==> src/design/ddpd_pkg.sv <==
// Shared types, widths and constants for the drive-distance PD controller.
// Used by every module of the block; depends on nothing else.
`timescale 1ns / 1ps

package ddpd_pkg;

   localparam int MOTORS_AVERAGED_DEF = 6;

   localparam int COUNT_W  = 24;
   localparam int NUM_ENC  = 6;
   localparam int SIDE_ENC = 3;
   localparam int SIDE_W   = COUNT_W + 2;
   localparam int TOTAL_W  = SIDE_W + 1;
   localparam int MAG_W    = 26;
   localparam int REM_W    = 3;
   localparam int FRAC_W   = 8;
   localparam int MEAN_W   = MAG_W + FRAC_W;
   localparam int TQ_W     = 24;
   localparam int ERR_W    = 36;
   localparam int DIFF_W   = ERR_W + 1;
   localparam int DRV_W    = 50;
   localparam int CMD_W    = 8;
   localparam int RELOAD_W = 7;

   localparam int TARGET_W  = 10;
   localparam int CAP_W     = 7;
   localparam int GAIN_W    = 12;
   localparam int SETTLE_W  = 8;
   localparam int TICK_W    = 12;

   localparam int CSR_INDEX_W = 3;
   localparam int CSR_DATA_W  = 12;
   localparam int REQ_DATA_W  = 152;
   localparam int RSP_DATA_W  = 16;
   localparam int LIMIT_BIT   = NUM_ENC * COUNT_W;

   localparam int NUM_STAGES = 10;

   localparam int COUNTS_PER_INCH_Q8 = 11641;
   localparam int HALF_INCH_Q8       = 5820;
   localparam int MIN_DRIVE          = 15;
   localparam int RELOAD_ON          = 127;
   localparam int Q16_SHIFT          = 16;

   localparam logic [TICK_W-1:0]   TICK_MAX   = '1;
   localparam logic [SETTLE_W-1:0] SETTLE_MAX = '1;

   localparam logic signed [TARGET_W-1:0] TARGET_RST  = '0;
   localparam logic [CAP_W-1:0]           CAP_RST     = CAP_W'(100);
   localparam logic [GAIN_W-1:0]          KP_RST      = GAIN_W'(77);
   localparam logic [GAIN_W-1:0]          KD_RST      = GAIN_W'(512);
   localparam logic [SETTLE_W-1:0]        SETTLE_RST  = SETTLE_W'(7);
   localparam logic [TICK_W-1:0]          TIMEOUT_RST = TICK_W'(250);

   typedef enum logic [CSR_INDEX_W-1:0] {
      REG_TARGET_INCHES = 3'd0,
      REG_DRIVE_CAP     = 3'd1,
      REG_KP_Q8         = 3'd2,
      REG_KD_Q8         = 3'd3,
      REG_SETTLE_TICKS  = 3'd4,
      REG_TIMEOUT_TICKS = 3'd5
   } csr_reg_type;

   typedef enum logic {
      OP_START = 1'b0,
      OP_TICK  = 1'b1
   } opcode_type;

   typedef struct packed {
      logic signed [TARGET_W-1:0] target_inches;
      logic [CAP_W-1:0]           drive_cap;
      logic [GAIN_W-1:0]          kp_q8;
      logic [GAIN_W-1:0]          kd_q8;
      logic [SETTLE_W-1:0]        settle_ticks;
      logic [TICK_W-1:0]          timeout_ticks;
   } cfg_type;

   // One load strobe per pipeline stage, the input stage in the lowest bit.
   typedef struct packed {
      logic out;
      logic mag;
      logic add;
      logic mult;
      logic state;
      logic err;
      logic quot;
      logic prod;
      logic sum;
      logic lane;
   } load_type;

   typedef struct packed {
      opcode_type op;
      logic       limit;
   } side_type;

   typedef struct packed {
      logic zero;
      logic done;
      logic limit;
   } flag_type;

endpackage

==> src/design/ddpd_lane.sv <==
// One side of the drive: adds the encoder counts of that side that take part in the mean.
// Depends on ddpd_pkg.
`timescale 1ns / 1ps

module ddpd_lane #(
   parameter int MOTORS_AVERAGED = ddpd_pkg::MOTORS_AVERAGED_DEF,
   parameter int BASE            = 0
) (
   input  logic                                 clock,
   input  logic                                 load,
   input  logic signed [ddpd_pkg::COUNT_W-1:0]  count [ddpd_pkg::SIDE_ENC],
   output logic signed [ddpd_pkg::SIDE_W-1:0]   side_sum_ff
);

   logic signed [ddpd_pkg::SIDE_W-1:0] side_sum_in;

   always_comb begin
      side_sum_in = '0;
      for (int e = 0; e < ddpd_pkg::SIDE_ENC; e++) begin
         if (BASE + e < MOTORS_AVERAGED) begin
            side_sum_in = side_sum_in + ddpd_pkg::SIDE_W'(count[e]);
         end
      end
   end

   always_ff @(posedge clock) begin
      if (load) begin
         side_sum_ff <= side_sum_in;
      end
   end

endmodule

==> src/design/ddpd_mean.sv <==
// Merges the two side sums and divides by the averaging count with a reciprocal multiply.
// Three stages: sum and magnitude, product, quotient correction. Depends on ddpd_pkg.
`timescale 1ns / 1ps

module ddpd_mean #(
   parameter int MOTORS_AVERAGED = ddpd_pkg::MOTORS_AVERAGED_DEF
) (
   input  logic                                clock,
   input  ddpd_pkg::load_type                  load,
   input  logic signed [ddpd_pkg::SIDE_W-1:0]  left_sum,
   input  logic signed [ddpd_pkg::SIDE_W-1:0]  right_sum,
   output logic [ddpd_pkg::MEAN_W-1:0]         mean_mag,
   output logic                                mean_neg
);

   localparam int MAG_W   = ddpd_pkg::MAG_W;
   localparam int REM_W   = ddpd_pkg::REM_W;
   localparam int FRAC_W  = ddpd_pkg::FRAC_W;
   localparam int RECIP_W = MAG_W + 1;
   localparam int PROD_W  = MAG_W + RECIP_W;
   localparam logic [RECIP_W-1:0] RECIP =
      RECIP_W'((64'd1 << MAG_W) / MOTORS_AVERAGED);
   localparam logic [MAG_W-1:0] DIVISOR = MAG_W'(MOTORS_AVERAGED);

   logic signed [ddpd_pkg::TOTAL_W-1:0] total;
   logic [MAG_W-1:0]  mag1_in, mag1_ff, mag2_ff;
   logic              neg1_ff, neg2_ff, neg3_ff;
   logic [PROD_W-1:0] prod2_in, prod2_ff;
   logic [MAG_W-1:0]  quot0, rem0, quot3_in, quot3_ff, rem_wide;
   logic [REM_W-1:0]  rem3_in, rem3_ff;
   logic [FRAC_W-1:0] frac_lut [2**REM_W];

   for (genvar g = 0; g < 2**REM_W; g++) begin : g_frac
      assign frac_lut[g] = FRAC_W'(((g % MOTORS_AVERAGED) * 256) / MOTORS_AVERAGED);
   end

   always_comb begin
      total   = ddpd_pkg::TOTAL_W'(left_sum) + ddpd_pkg::TOTAL_W'(right_sum);
      mag1_in = total[ddpd_pkg::TOTAL_W-1] ? MAG_W'(-total) : MAG_W'(total);
   end

   assign prod2_in = PROD_W'(mag1_ff) * PROD_W'(RECIP);

   always_comb begin
      quot0    = prod2_ff[MAG_W +: MAG_W];
      rem0     = mag2_ff - MAG_W'(quot0 * DIVISOR);
      quot3_in = quot0;
      rem_wide = rem0;
      if (rem0 >= DIVISOR) begin
         quot3_in = quot0 + MAG_W'(1);
         rem_wide = rem0 - DIVISOR;
      end
      rem3_in = rem_wide[REM_W-1:0];
   end

   always_ff @(posedge clock) begin
      if (load.sum) begin
         mag1_ff <= mag1_in;
         neg1_ff <= total[ddpd_pkg::TOTAL_W-1];
      end
      if (load.prod) begin
         prod2_ff <= prod2_in;
         mag2_ff  <= mag1_ff;
         neg2_ff  <= neg1_ff;
      end
      if (load.quot) begin
         quot3_ff <= quot3_in;
         rem3_ff  <= rem3_in;
         neg3_ff  <= neg2_ff;
      end
   end

   assign mean_mag = {quot3_ff, frac_lut[rem3_ff]};
   assign mean_neg = neg3_ff;

endmodule

==> src/design/ddpd_track.sv <==
// Position error, move state (previous error, settle and tick counters) and the PD products.
// Three stages: error, state update, multiply. Depends on ddpd_pkg.
`timescale 1ns / 1ps

module ddpd_track (
   input  logic                                clock,
   input  logic                                reset,
   input  ddpd_pkg::load_type                  load,
   input  ddpd_pkg::cfg_type                   cfg,
   input  ddpd_pkg::side_type                  side,
   input  logic [ddpd_pkg::MEAN_W-1:0]         mean_mag,
   input  logic                                mean_neg,
   output logic signed [ddpd_pkg::DRV_W-1:0]   kp_prod_ff,
   output logic signed [ddpd_pkg::DRV_W-1:0]   kd_prod_ff,
   output ddpd_pkg::flag_type                  flag6_ff
);

   localparam int ERR_W  = ddpd_pkg::ERR_W;
   localparam int DIFF_W = ddpd_pkg::DIFF_W;
   localparam int DRV_W  = ddpd_pkg::DRV_W;
   localparam int TQ_W   = ddpd_pkg::TQ_W;
   localparam logic signed [TQ_W-1:0]  CPI      = TQ_W'(ddpd_pkg::COUNTS_PER_INCH_Q8);
   localparam logic signed [ERR_W-1:0] HALF_POS = ERR_W'(ddpd_pkg::HALF_INCH_Q8);
   localparam logic signed [ERR_W-1:0] HALF_NEG = -HALF_POS;

   logic signed [TQ_W-1:0]   target_q8;
   logic signed [ERR_W-1:0]  mean_s, err4_in, err4_ff, err5_ff, prev_in, prev_ff;
   logic signed [DIFF_W-1:0] diff5_in, diff5_ff;
   ddpd_pkg::side_type       side4_ff;
   ddpd_pkg::flag_type       flag5_in, flag5_ff;
   logic [ddpd_pkg::SETTLE_W-1:0] settle_in, settle_ff, settle_next;
   logic [ddpd_pkg::TICK_W-1:0]   tick_in, tick_ff;
   logic                          fin_in, fin_ff, close;
   logic signed [DRV_W-1:0]       kp_prod_in, kd_prod_in;

   always_comb begin
      target_q8 = TQ_W'(cfg.target_inches) * CPI;
      mean_s    = $signed(ERR_W'(mean_mag));
      err4_in   = mean_neg ? ERR_W'(target_q8) + mean_s : ERR_W'(target_q8) - mean_s;
   end

   always_comb begin
      close       = (err4_ff <= HALF_POS) && (err4_ff >= HALF_NEG);
      settle_next = (close && settle_ff != ddpd_pkg::SETTLE_MAX) ?
                    settle_ff + ddpd_pkg::SETTLE_W'(1) : settle_ff;
      diff5_in    = DIFF_W'(err4_ff) - DIFF_W'(prev_ff);
      prev_in     = prev_ff;
      settle_in   = settle_ff;
      tick_in     = tick_ff;
      fin_in      = fin_ff;
      flag5_in    = '{zero: 1'b1, done: 1'b0, limit: side4_ff.limit};
      if (load.state) begin
         if (side4_ff.op == ddpd_pkg::OP_START) begin
            prev_in   = '0;
            settle_in = '0;
            tick_in   = '0;
            fin_in    = 1'b0;
         end else if (!fin_ff) begin
            prev_in = err4_ff;
            if (tick_ff > cfg.timeout_ticks) begin
               flag5_in.done = 1'b1;
               fin_in        = 1'b1;
            end else begin
               tick_in   = (tick_ff == ddpd_pkg::TICK_MAX) ?
                           tick_ff : tick_ff + ddpd_pkg::TICK_W'(1);
               settle_in = settle_next;
               if (settle_next >= cfg.settle_ticks) begin
                  flag5_in.done = 1'b1;
                  fin_in        = 1'b1;
               end else begin
                  flag5_in.zero = 1'b0;
               end
            end
         end
      end
   end

   always_comb begin
      kp_prod_in = DRV_W'(err5_ff) * DRV_W'($signed({1'b0, cfg.kp_q8}));
      kd_prod_in = DRV_W'(diff5_ff) * DRV_W'($signed({1'b0, cfg.kd_q8}));
   end

   always_ff @(posedge clock) begin
      if (reset) begin
         prev_ff   <= '0;
         settle_ff <= '0;
         tick_ff   <= '0;
         fin_ff    <= 1'b1;
      end else begin
         prev_ff   <= prev_in;
         settle_ff <= settle_in;
         tick_ff   <= tick_in;
         fin_ff    <= fin_in;
      end
   end

   always_ff @(posedge clock) begin
      if (load.err) begin
         err4_ff  <= err4_in;
         side4_ff <= side;
      end
      if (load.state) begin
         err5_ff  <= err4_ff;
         diff5_ff <= diff5_in;
         flag5_ff <= flag5_in;
      end
      if (load.mult) begin
         kp_prod_ff <= kp_prod_in;
         kd_prod_ff <= kd_prod_in;
         flag6_ff   <= flag5_ff;
      end
   end

   // Move state changes only when a word passes the state stage.
   a_state_hold: assert property (@(posedge clock) disable iff (reset)
      !$past(load.state) |-> $stable(tick_ff) && $stable(settle_ff) && $stable(fin_ff))
      else $error("move state changed without a word in the state stage");

   // A tick after the move has finished gives a zero result and never a second done.
   a_idle_tick: assert property (@(posedge clock) disable iff (reset)
      (load.state && fin_ff && side4_ff.op == ddpd_pkg::OP_TICK)
      |=> flag5_ff.zero && !flag5_ff.done)
      else $error("tick after finish produced drive or done");

endmodule

==> src/design/ddpd_shape.sv <==
// Sums the PD terms, clamps to the drive cap, lifts to the minimum drive and forms the result.
// Three stages: add, magnitude, output register. Depends on ddpd_pkg.
`timescale 1ns / 1ps

module ddpd_shape (
   input  logic                                 clock,
   input  logic                                 reset,
   input  ddpd_pkg::load_type                   load,
   input  logic [ddpd_pkg::CAP_W-1:0]           drive_cap,
   input  logic signed [ddpd_pkg::DRV_W-1:0]    kp_prod,
   input  logic signed [ddpd_pkg::DRV_W-1:0]    kd_prod,
   input  ddpd_pkg::flag_type                   flag,
   input  logic                                 out_valid,
   output logic signed [ddpd_pkg::CMD_W-1:0]    cmd_ff,
   output logic [ddpd_pkg::RELOAD_W-1:0]        reload_ff,
   output logic                                 done_ff
);

   localparam int DRV_W = ddpd_pkg::DRV_W;
   localparam int CAP_W = ddpd_pkg::CAP_W;
   localparam int CMD_W = ddpd_pkg::CMD_W;
   localparam logic [CAP_W-1:0] MIN_DRIVE = CAP_W'(ddpd_pkg::MIN_DRIVE);
   localparam logic signed [CMD_W-1:0] CMD_MOST_NEG = {1'b1, {(CMD_W-1){1'b0}}};

   logic signed [DRV_W-1:0] sum7_ff;
   ddpd_pkg::flag_type      flag7_ff, flag8_ff;
   logic [DRV_W-1:0]        mag8_in, mag8_ff, cap_q16;
   logic                    neg8_ff;
   logic [CAP_W-1:0]        clamped, lifted;
   logic signed [CMD_W-1:0] cmd_in;
   logic [ddpd_pkg::RELOAD_W-1:0] reload_in;

   assign mag8_in = sum7_ff[DRV_W-1] ? DRV_W'(-sum7_ff) : DRV_W'(sum7_ff);

   always_comb begin
      cap_q16 = DRV_W'(drive_cap) << ddpd_pkg::Q16_SHIFT;
      clamped = (mag8_ff > cap_q16) ? drive_cap : mag8_ff[ddpd_pkg::Q16_SHIFT +: CAP_W];
      lifted  = (clamped < MIN_DRIVE) ? MIN_DRIVE : clamped;
      if (mag8_ff == '0 || drive_cap == '0) begin
         lifted = '0;
      end
      cmd_in = neg8_ff ? -$signed(CMD_W'(lifted)) : $signed(CMD_W'(lifted));
      if (flag8_ff.zero) begin
         cmd_in = '0;
      end
      reload_in = (flag8_ff.zero || flag8_ff.limit) ? '0 :
                  ddpd_pkg::RELOAD_W'(ddpd_pkg::RELOAD_ON);
   end

   always_ff @(posedge clock) begin
      if (load.add) begin
         sum7_ff  <= kp_prod + kd_prod;
         flag7_ff <= flag;
      end
      if (load.mag) begin
         mag8_ff  <= mag8_in;
         neg8_ff  <= sum7_ff[DRV_W-1];
         flag8_ff <= flag7_ff;
      end
      if (load.out) begin
         cmd_ff    <= cmd_in;
         reload_ff <= reload_in;
         done_ff   <= flag8_ff.done;
      end
   end

   // The finishing word carries no drive and no reload.
   a_done_quiet: assert property (@(posedge clock) disable iff (reset)
      out_valid && done_ff |-> cmd_ff == '0 && reload_ff == '0)
      else $error("finishing word carries drive or reload");

   // The command stays symmetric, so the most negative code never appears.
   a_cmd_range: assert property (@(posedge clock) disable iff (reset)
      out_valid |-> cmd_ff != CMD_MOST_NEG)
      else $error("drive command out of range");

endmodule

==> src/design/drive_distance_pd_controller_unit.sv <==
// Top level of the drive-distance PD controller: stream ports, register file, stage control.
// Depends on ddpd_pkg, ddpd_lane, ddpd_mean, ddpd_track and ddpd_shape.
//
// Input words arrive on req_*: req_tuser is the opcode (start or tick), req_tdata the six
// encoder counts and the limit switch. Every input word gives exactly one result word on
// rsp_*: drive command and reload command in rsp_tdata, rsp_tlast set on the tick that
// finishes the move. Registers are written on csr_* (index, data); csr_ready is always high,
// and writes are meant to happen only while no word is in flight.
// One word is accepted per cycle while rsp_tready does not stall the pipeline.
// The first two stages are the side lanes and their merge; the mean is then formed by a
// reciprocal multiply and a one-step correction, and the PD products and the clamp follow.
// Each stage holds a word until the next one is free, so a stalled rsp_tready fills the
// empty stages first and req_tready drops only when all ten stages hold words.
// Reset loads the register defaults, empties the pipeline and leaves the move finished,
// so ticks give zero results until a start word arrives.
`timescale 1ns / 1ps

module drive_distance_pd_controller_unit #(
   parameter int MOTORS_AVERAGED = ddpd_pkg::MOTORS_AVERAGED_DEF
) (
   input  logic                                clock,
   input  logic                                reset,
   input  logic                                req_tvalid,
   output logic                                req_tready,
   // Fields from bit 0: left_front_count, left_mid_count, left_back_count,
   // right_front_count, right_mid_count, right_back_count, limit_pressed, zero fill.
   input  logic [ddpd_pkg::REQ_DATA_W-1:0]     req_tdata,
   // Fields from bit 0: opcode.
   input  logic                                req_tuser,
   output logic                                rsp_tvalid,
   input  logic                                rsp_tready,
   // Fields from bit 0: drive_cmd, reload_cmd, zero fill.
   output logic [ddpd_pkg::RSP_DATA_W-1:0]     rsp_tdata,
   output logic                                rsp_tlast,
   input  logic                                csr_valid,
   output logic                                csr_ready,
   input  logic [ddpd_pkg::CSR_INDEX_W-1:0]    csr_index,
   input  logic [ddpd_pkg::CSR_DATA_W-1:0]     csr_data
);

   localparam int NS = ddpd_pkg::NUM_STAGES;
   localparam int CW = ddpd_pkg::COUNT_W;

   ddpd_pkg::cfg_type  cfg_in, cfg_ff;
   logic [NS-1:0]      valid_in, valid_ff, valid_up, load_vec;
   logic [NS:0]        ready;
   ddpd_pkg::load_type load;
   ddpd_pkg::side_type side_ff [4];
   ddpd_pkg::side_type req_side;

   logic signed [CW-1:0] left_counts  [ddpd_pkg::SIDE_ENC];
   logic signed [CW-1:0] right_counts [ddpd_pkg::SIDE_ENC];
   logic signed [ddpd_pkg::SIDE_W-1:0] left_sum, right_sum;
   logic [ddpd_pkg::MEAN_W-1:0] mean_mag;
   logic                        mean_neg;
   logic signed [ddpd_pkg::DRV_W-1:0] kp_prod, kd_prod;
   ddpd_pkg::flag_type          flag6;
   logic signed [ddpd_pkg::CMD_W-1:0] cmd;
   logic [ddpd_pkg::RELOAD_W-1:0]     reload;
   logic                              done;

   // Register file.
   assign csr_ready = 1'b1;

   always_comb begin
      cfg_in = cfg_ff;
      if (csr_valid) begin
         case (ddpd_pkg::csr_reg_type'(csr_index))
            ddpd_pkg::REG_TARGET_INCHES:
               cfg_in.target_inches = $signed(csr_data[ddpd_pkg::TARGET_W-1:0]);
            ddpd_pkg::REG_DRIVE_CAP:     cfg_in.drive_cap = csr_data[ddpd_pkg::CAP_W-1:0];
            ddpd_pkg::REG_KP_Q8:         cfg_in.kp_q8 = csr_data[ddpd_pkg::GAIN_W-1:0];
            ddpd_pkg::REG_KD_Q8:         cfg_in.kd_q8 = csr_data[ddpd_pkg::GAIN_W-1:0];
            ddpd_pkg::REG_SETTLE_TICKS:
               cfg_in.settle_ticks = csr_data[ddpd_pkg::SETTLE_W-1:0];
            ddpd_pkg::REG_TIMEOUT_TICKS:
               cfg_in.timeout_ticks = csr_data[ddpd_pkg::TICK_W-1:0];
            default: cfg_in = cfg_ff;
         endcase
      end
   end

   always_ff @(posedge clock) begin
      if (reset) begin
         cfg_ff <= '{target_inches: ddpd_pkg::TARGET_RST,
                     drive_cap:     ddpd_pkg::CAP_RST,
                     kp_q8:         ddpd_pkg::KP_RST,
                     kd_q8:         ddpd_pkg::KD_RST,
                     settle_ticks:  ddpd_pkg::SETTLE_RST,
                     timeout_ticks: ddpd_pkg::TIMEOUT_RST};
      end else begin
         cfg_ff <= cfg_in;
      end
   end

   // Stage control: a stage takes a word when it is empty or its own word moves on.
   always_comb begin
      ready[NS] = rsp_tready;
      for (int k = NS - 1; k >= 0; k--) begin
         ready[k] = !valid_ff[k] || ready[k + 1];
      end
      valid_up[0] = req_tvalid;
      for (int k = 1; k < NS; k++) begin
         valid_up[k] = valid_ff[k - 1];
      end
      for (int k = 0; k < NS; k++) begin
         load_vec[k] = valid_up[k] && ready[k];
         valid_in[k] = ready[k] ? valid_up[k] : valid_ff[k];
      end
   end

   assign load = ddpd_pkg::load_type'(load_vec);

   always_ff @(posedge clock) begin
      if (reset) begin
         valid_ff <= '0;
      end else begin
         valid_ff <= valid_in;
      end
   end

   assign req_tready = ready[0];
   assign rsp_tvalid = valid_ff[NS-1];

   // Opcode and limit switch travel alongside the lane and mean stages.
   assign req_side = '{op: ddpd_pkg::opcode_type'(req_tuser),
                       limit: req_tdata[ddpd_pkg::LIMIT_BIT]};

   always_ff @(posedge clock) begin
      if (load.lane) begin
         side_ff[0] <= req_side;
      end
      if (load.sum) begin
         side_ff[1] <= side_ff[0];
      end
      if (load.prod) begin
         side_ff[2] <= side_ff[1];
      end
      if (load.quot) begin
         side_ff[3] <= side_ff[2];
      end
   end

   always_comb begin
      for (int e = 0; e < ddpd_pkg::SIDE_ENC; e++) begin
         left_counts[e]  = $signed(req_tdata[e * CW +: CW]);
         right_counts[e] = $signed(req_tdata[(e + ddpd_pkg::SIDE_ENC) * CW +: CW]);
      end
   end

   ddpd_lane #(.MOTORS_AVERAGED(MOTORS_AVERAGED), .BASE(0)) u_lane_left (
      .clock       (clock),
      .load        (load.lane),
      .count       (left_counts),
      .side_sum_ff (left_sum)
   );

   ddpd_lane #(.MOTORS_AVERAGED(MOTORS_AVERAGED), .BASE(ddpd_pkg::SIDE_ENC)) u_lane_right (
      .clock       (clock),
      .load        (load.lane),
      .count       (right_counts),
      .side_sum_ff (right_sum)
   );

   ddpd_mean #(.MOTORS_AVERAGED(MOTORS_AVERAGED)) u_mean (
      .clock     (clock),
      .load      (load),
      .left_sum  (left_sum),
      .right_sum (right_sum),
      .mean_mag  (mean_mag),
      .mean_neg  (mean_neg)
   );

   ddpd_track u_track (
      .clock      (clock),
      .reset      (reset),
      .load       (load),
      .cfg        (cfg_ff),
      .side       (side_ff[3]),
      .mean_mag   (mean_mag),
      .mean_neg   (mean_neg),
      .kp_prod_ff (kp_prod),
      .kd_prod_ff (kd_prod),
      .flag6_ff   (flag6)
   );

   ddpd_shape u_shape (
      .clock     (clock),
      .reset     (reset),
      .load      (load),
      .drive_cap (cfg_ff.drive_cap),
      .kp_prod   (kp_prod),
      .kd_prod   (kd_prod),
      .flag      (flag6),
      .out_valid (rsp_tvalid),
      .cmd_ff    (cmd),
      .reload_ff (reload),
      .done_ff   (done)
   );

   assign rsp_tdata = {1'b0, reload, cmd};
   assign rsp_tlast = done;

endmodule
==> config.mk <==
export PLATFORM = sky130hd
export DESIGN_NAME = drive_distance_pd_controller_unit
export DESIGN_NICKNAME = d
export VERILOG_FILES = /design/src/design/ddpd_pkg.sv /design/src/design/ddpd_lane.sv /design/src/design/ddpd_mean.sv /design/src/design/ddpd_track.sv /design/src/design/ddpd_shape.sv /design/src/design/drive_distance_pd_controller_unit.sv
export SDC_FILE = /design/constraint.sdc
export NUM_CORES = 2
export LEC_CHECK = 0
export BUFFER_PORTS_ARGS = -buffer_cell sky130_fd_sc_hd__buf_2
export CORE_MARGIN = 1
export CORE_UTILIZATION = 60
export CTS_BUF_LIST = sky130_fd_sc_hd__clkbuf_16
export CTS_CLUSTER_DIAMETER = 200
export CTS_CLUSTER_SIZE = 12
export DETAILED_ROUTE_END_ITERATION = 7
export HOLD_SLACK_MARGIN = 0.05
export PLACE_DENSITY = 0.77
export SYNTH_ARGS = -nofsm -noshare
export SYNTH_HDL_FRONTEND = slang
export SYNTH_SLANG_ARGS = --single-unit
==> constraint.sdc <==
create_clock -name clock -period 8.85 [get_ports clock]
set_clock_uncertainty 0.05 [all_clocks]
set_input_delay 0.4425 -clock clock [delete_from_list [all_inputs] [get_ports clock]]
set_output_delay 0.4425 -clock clock [all_outputs]
set_load 0.02 [all_outputs]
Word-level counts from Yosys, hierarchy flattened

Memory sizes are Yosys's and may differ from the RTL's. A register that Yosys moved wholly into a read port is not among the register bits.
Cells that the tools add are included.

$add $sub $neg: 17
Multipliers: 5
Div/mod/pow operators: 0
$lt $le $gt $ge: 8
Equality and inequality tests: 10
Shifts and indexed selects: 0
Muxes and demuxes: 34
Bitwise logic cells: 3
Reductions and logical operators: 48

Operators by type and width:

| kind                                                                | count |
|---|---|
| two-way mux 36 bit                                                  | 3 |
| adder 25 x 24 -> 26 bit                                             | 2 |
| adder 24 x 24 -> 25 bit                                             | 2 |
| adder 50 bit                                                        | 1 |
| > comparator 50 x 23 -> 1 bit                                       | 1 |
| logical NOT 50 bit                                                  | 1 |
| multiplier 37 x 13 -> 50 bit                                        | 1 |
| negator 50 bit                                                      | 1 |
| multiplier 26 x 23 -> 49 bit, second input constant                 | 1 |
| multiplier 36 x 13 -> 49 bit                                        | 1 |
| two-way mux 49 bit                                                  | 1 |
| two-way mux 12 bit                                                  | 4 |
| two-way mux 8 bit                                                   | 6 |
| subtractor 36 x 36 -> 37 bit                                        | 1 |
| greater-or-equal comparator 36 x 14 -> 1 bit, second input constant | 1 |
| <= comparator 36 x 14 -> 1 bit, second input constant               | 1 |
| adder 24 x 34 -> 35 bit                                             | 1 |
| two-way mux 7 bit                                                   | 5 |
| subtractor 24 x 34 -> 35 bit                                        | 1 |
| adder 26 x 26 -> 27 bit                                             | 1 |
| greater-or-equal comparator 26 x 3 -> 1 bit, second input constant  | 1 |
| two-way mux 26 bit                                                  | 1 |
| negator 26 bit                                                      | 1 |
| subtractor 26 bit                                                   | 1 |
| other kinds (31)                                                    | 85 |

Register bits: 650
Latch bits: 0
Memory bits (writable): 8
Memory bits (read-only): 64
Input port bits: 173
Output and inout bits: 20
Logic and storage cells: 183
Memories kept: 2

Memories:

| name            | words | width | rd ports | clocked after Yosys merged registers in | write ports | RTL line                                | text |
|---|---|---|---|---|---|---|---|
| (no name shown) | 8     | 8     | 1        | 0                                       | 0           | ddpd_mean.sv:73                         | `assign mean_mag = {quot3_ff, frac_lut[rem3_ff]};` |
| side_ff         | 4     | 2     | 4        | 1                                       | 4           | drive_distance_pd_controller_unit.sv:48 | `ddpd_pkg::side_type side_ff [4];` |

Longest topological paths before layout

Word-level depth: 14
Depth in mapped cells: 33
Depth with buffers taken out: 33

Hierarchy

A second synthesis with hierarchy kept.

Cells, all modules: 8218
Area, all modules: 80063.0 um^2

By module, submodules not included:

| module                            | times used | cells an instance | area an instance (um^2) | seq. area each (um^2) |
|---|---|---|---|---|
| ddpd_track                        | 1          | 4828              | 45886.5                 | 7627.3 |
| ddpd_mean                         | 1          | 1832              | 18114.9                 | 3213.1 |
| ddpd_shape                        | 1          | 826               | 8310.5                  | 3513.4 |
| ddpd_lane                         | 2          | 203               | 2397.3                  | 780.7 |
| drive_distance_pd_controller_unit | 1          | 326               | 2956.6                  | 1661.6 |

Least setup slack after synthesis

OpenSTA, ideal clock, no wires.

Kind: register to register
From: register cfg_ff[58] (netlist name)
To: register u_track.err4_ff[34] (data pin)
Library setup time: 260 ps
Arrival: 6911 ps
Required time: 8540 ps
Slack: 1629 ps
Cell stages (with the launch flop): 30
Buffers on the path: 0
Period minus slack after synthesis: 7221 ps
Path through: dfxtp_1 -> fa_1 -> inv_1 -> fa_1 -> fa_1 -> inv_1 -> fa_1 -> inv_1 -> fa_1 -> inv_1 -> ha_1 -> a21oi_1 -> o21ai_0 -> a211oi_1 -> o21ai_0 -> a31oi_1 -> nor2b_1 -> o21a_1 -> o41a_1 -> xor2_1 -> ha_1 -> nand2_1 -> o21ai_0 -> a311o_1 -> o211ai_1 -> o31ai_1 -> nand4_1 -> a31oi_1 -> nor2_1 -> xnor2_1

Cells in the longest elaborated chain, start to end: 3
Elaborated cells on any way between the ends: 4
Those cells by class: add/sub: 2; mul: 1; mux: 1

RTL lines:

| element                                                                        | RTL line                                | text |
|---|---|---|
| start: declaration                                                             | drive_distance_pd_controller_unit.sv:44 | `ddpd_pkg::cfg_type cfg_in, cfg_ff;` |
| start signal: assignment                                                       | drive_distance_pd_controller_unit.sv:85 | `cfg_ff <= '{target_inches: ddpd_pkg::TARGET_RST,` |
| start signal: assignment                                                       | drive_distance_pd_controller_unit.sv:92 | `cfg_ff <= cfg_in;` |
| multiplier 10 x 15 -> 24 bit *                                                 | ddpd_track.sv:37                        | `target_q8 = TQ_W'(cfg.target_inches) * CPI;` |
| subtractor 24 x 34 -> 35 bit / adder 24 x 34 -> 35 bit (equally long branches) | ddpd_track.sv:39                        | `err4_in = mean_neg ? ERR_W'(target_q8) + mean_s : ERR_W'(target_q8) - mean_s;` |
| two-way mux 36 bit *                                                           | ddpd_track.sv:39                        |  |
| via u_track.err4_in[34]                                                        | ddpd_track.sv:27                        | `logic signed [ERR_W-1:0] mean_s, err4_in, err4_ff, err5_ff, prev_in, prev_ff;` |
| end signal: assignment                                                         | ddpd_track.sv:99                        | `err4_ff <= err4_in;` |
| end: declaration                                                               | ddpd_track.sv:27                        |  |

The timed path passes the listed nets; every way through them passes the cells marked *.
A chain may end at the register's enable or synchronous reset.

Final worst setup path

From: register cfg_ff[58] (netlist name)
To: register u_track.err4_ff[33] (data pin)

Same word-level chain as after synthesis.

==> reports/metrics.cfg <==
[status]
status=finished clean

[global_routing]
grt_pass1_wl_um=305000
grtUsageTotal=0.298
grt_max_degree=75
first_global_vias=57800
grt_antenna_before_repair=11
gr-total-overflow=0

[routing]
drt_first_pass_iters=5
vias_per_cell=5.75
antenna_left=0
drc=0
routedWlPerCell_um=19.7
route.vias.total=55300
drt_iter0_markers=3954
wirelength_um=190000

[final_layout]
layout_common_cells=inv_1, fa_1, ha_1, nand2_1, edfxtp_1
synthToLayoutAreaGrowth_pct=5.62
fillers=10200
final_layout_size_suffix_gt1_frac=0.0456
final_common_cell=inv_1
fin_nets=9935

[worst_setup_path]
endpoint=u_track.err4_ff[33]
cp_max_fo=6
crit_cells=31
r2r_end=u_track.err4_ff[33]
start_kind=register
crit_family=adder cells
cpPeakStageDelay_ns=0.62
cp.arrival_ns=8.32
crit_required_ns=9.23
worstSetupPathType=register to register
reg2regPathDepth=31
endpoint_kind=register
crit_start=cfg_ff[58]
crit_slowest_cell=fa_1
r2r_start=cfg_ff[58]
critPathBufInv=4
regToRegSetupSlack_ns=0.91
crit_top_cell=fa_1

[sta]
min_period_ns=7.94
finalHoldViolCount=0
timing.fmax_mhz=126
report.final.slew_viol_count=0
setup_viol=0
finalSetupTns_ns=0
tightestPinTransition_ns=1.15
rsz0062_at_grt=false
slew_headroom=0.231
post-route-period-util=0.898

[logic_synthesis]
yosysWarnings=0
ys_top_cells_by_area=fa_1, edfxtp_1, ha_1
syn_area_per_cell_um2=9.85
syn_area_um2=77100
synthFlopType=edfxtp_1
syn_nets=9871
yosysTopAreaCell=fa_1
synth_cell_types=89
synth_seq_cells=625
synth_edf_count=498
synth_top_area_frac=0.279
yosysSeqAreaShare=0.227
synth-async-reset-ratio=0
syn_inst=7826

[clocking]
cts_buffers=58
cts.htree.levels=2
cts.sinks=625
path_clk_slew_ns=0.07
root_buffer=clkbuf_16
cts_buffer_depth=3
cts_resized=0
insertion_delay_ns=0.68
cts_tree=built
cts_hold_buffers=5
postCtsSetupBuffers=0

[place]
hpwl_um=155000
routabilityCongestion=0.952
port_buffers=183

[die]
pin_count=193
coreArea_um2=128000
dieArea_um2=130000
die_w_um=360
die_y_um=360
start_util=0.605
num_rows=131

[flow_run]
drv_cap=0

[hold_path]
hold_depth=3
hold_class=input port to register

## metrics by stage
step	setup WS [ns]	utilization	hold slack, ns	instances	instance area, um^2
floorplan	1.63	-	0.350	7826	77100
global placement	0.945	0.625	0.352	9487	79700
detailed placement	0.939	0.625	0.355	9487	79700
CTS	0.872	0.638	0.0570	9601	81400
global route	0.295	0.638	0.119	9601	81400
finish	0.905	0.639	0.109	9609	81400
## cell usage after synthesis, types with 35 or more instances
cell type	n
and3_1	49
o21ai_0	190
o21a_1	62
nand3_1	88
nand4_1	45
a211oi_1	37
and2_1	469
nor2b_1	58
dfxtp_1	127
inv_1	1366
a22oi_1	42
o21bai_1	44
a21o_1	166
xnor2_1	336
a31oi_1	44
a21oi_1	379
nor3_1	73
nand2b_1	63
fa_1	1074
or3_1	35
nor2_1	322
clkbuf_1	224
xor2_1	137
nand2_1	731
edfxtp_1	498
ha_1	798
## layout make-up
cell class | count | area [um^2] | area share
antenna | 8 | 20.0 | 0.000246
clock buffer | 59 | 1480 | 0.0181
clock inverter | 50 | 238 | 0.00292
inverter | 1369 | 5140 | 0.0631
multi-input combinational | 5597 | 53600 | 0.659
sequential | 625 | 17500 | 0.215
tap | 1662 | 2080 | 0.0255
timing repair buffer | 239 | 1350 | 0.0166
## state kept, by name, indices dropped and copies added (netlist names), 26 cells and up
name	cells
u_track.prev_ff	35
u_track.diff5_ff	37
u_lane_right.side_sum_ff	26
u_mean.mag1_ff	26
u_track.kp_prod_ff	49
u_shape.mag8_ff	50
u_track.kd_prod_ff	50
u_mean.mag2_ff	26
cfg_ff	61
u_track.err5_ff	35
u_lane_left.side_sum_ff	26
u_track.err4_ff	35
u_shape.sum7_ff	50
## cell families after synthesis
logic type | after synthesis | synth area share
compound gates | 1181 | 0.0984
xor+xnor | 473 | 0.0537
fa+ha+maj | 1872 | 0.408
buf+inv | 1604 | 0.0785
flops | 625 | 0.227
mux | 21 | 0.00281
other cells | 2 | 0.0000974
simple gates | 2048 | 0.131
## routing by layer
metal | GRT usage | vias to the layer above | share of wire
met5 | 0 | - | 0.00028
met4 | 0.154 | 10 | 0.059
met3 | 0.0426 | 444 | 0.061
met2 | 0.512 | 1776 | 0.49
met1 | 0.365 | 27400 | 0.39
li1 | - | 25600 | -
## worst reg2reg max path: cells and delay by family (launching register included)
kind / cells / cell delay, ns
adders and majority gates: 7 / 3.47
AOI/OAI and AO/OA: 13 / 2.80
and+or+nand+nor: 5 / 0.57
DFF: 1 / 0.33
buffers and inverters: 4 / 0.24
xor gates and xnor gates: 2 / 0.23
## how the worst min path moves through the flow
stage	from	slack, ns	endpoint
final	req_tvalid	0.11	valid_ff[0]
after global routing	req_tvalid	0.12	valid_ff[0]
after CTS	req_tvalid	0.06	valid_ff[0]
after detailed placement	u_mean.neg1_ff	0.36	u_mean.neg2_ff
after global placement	u_mean.mag2_ff[0]	0.35	u_mean.rem3_ff[0]
after floorplan	side_ff[0][0]	0.35	side_ff[1][0]
Power is not shown: default switching activity piles up to over one toggle a cycle in this logic, so the estimate is an artifact.
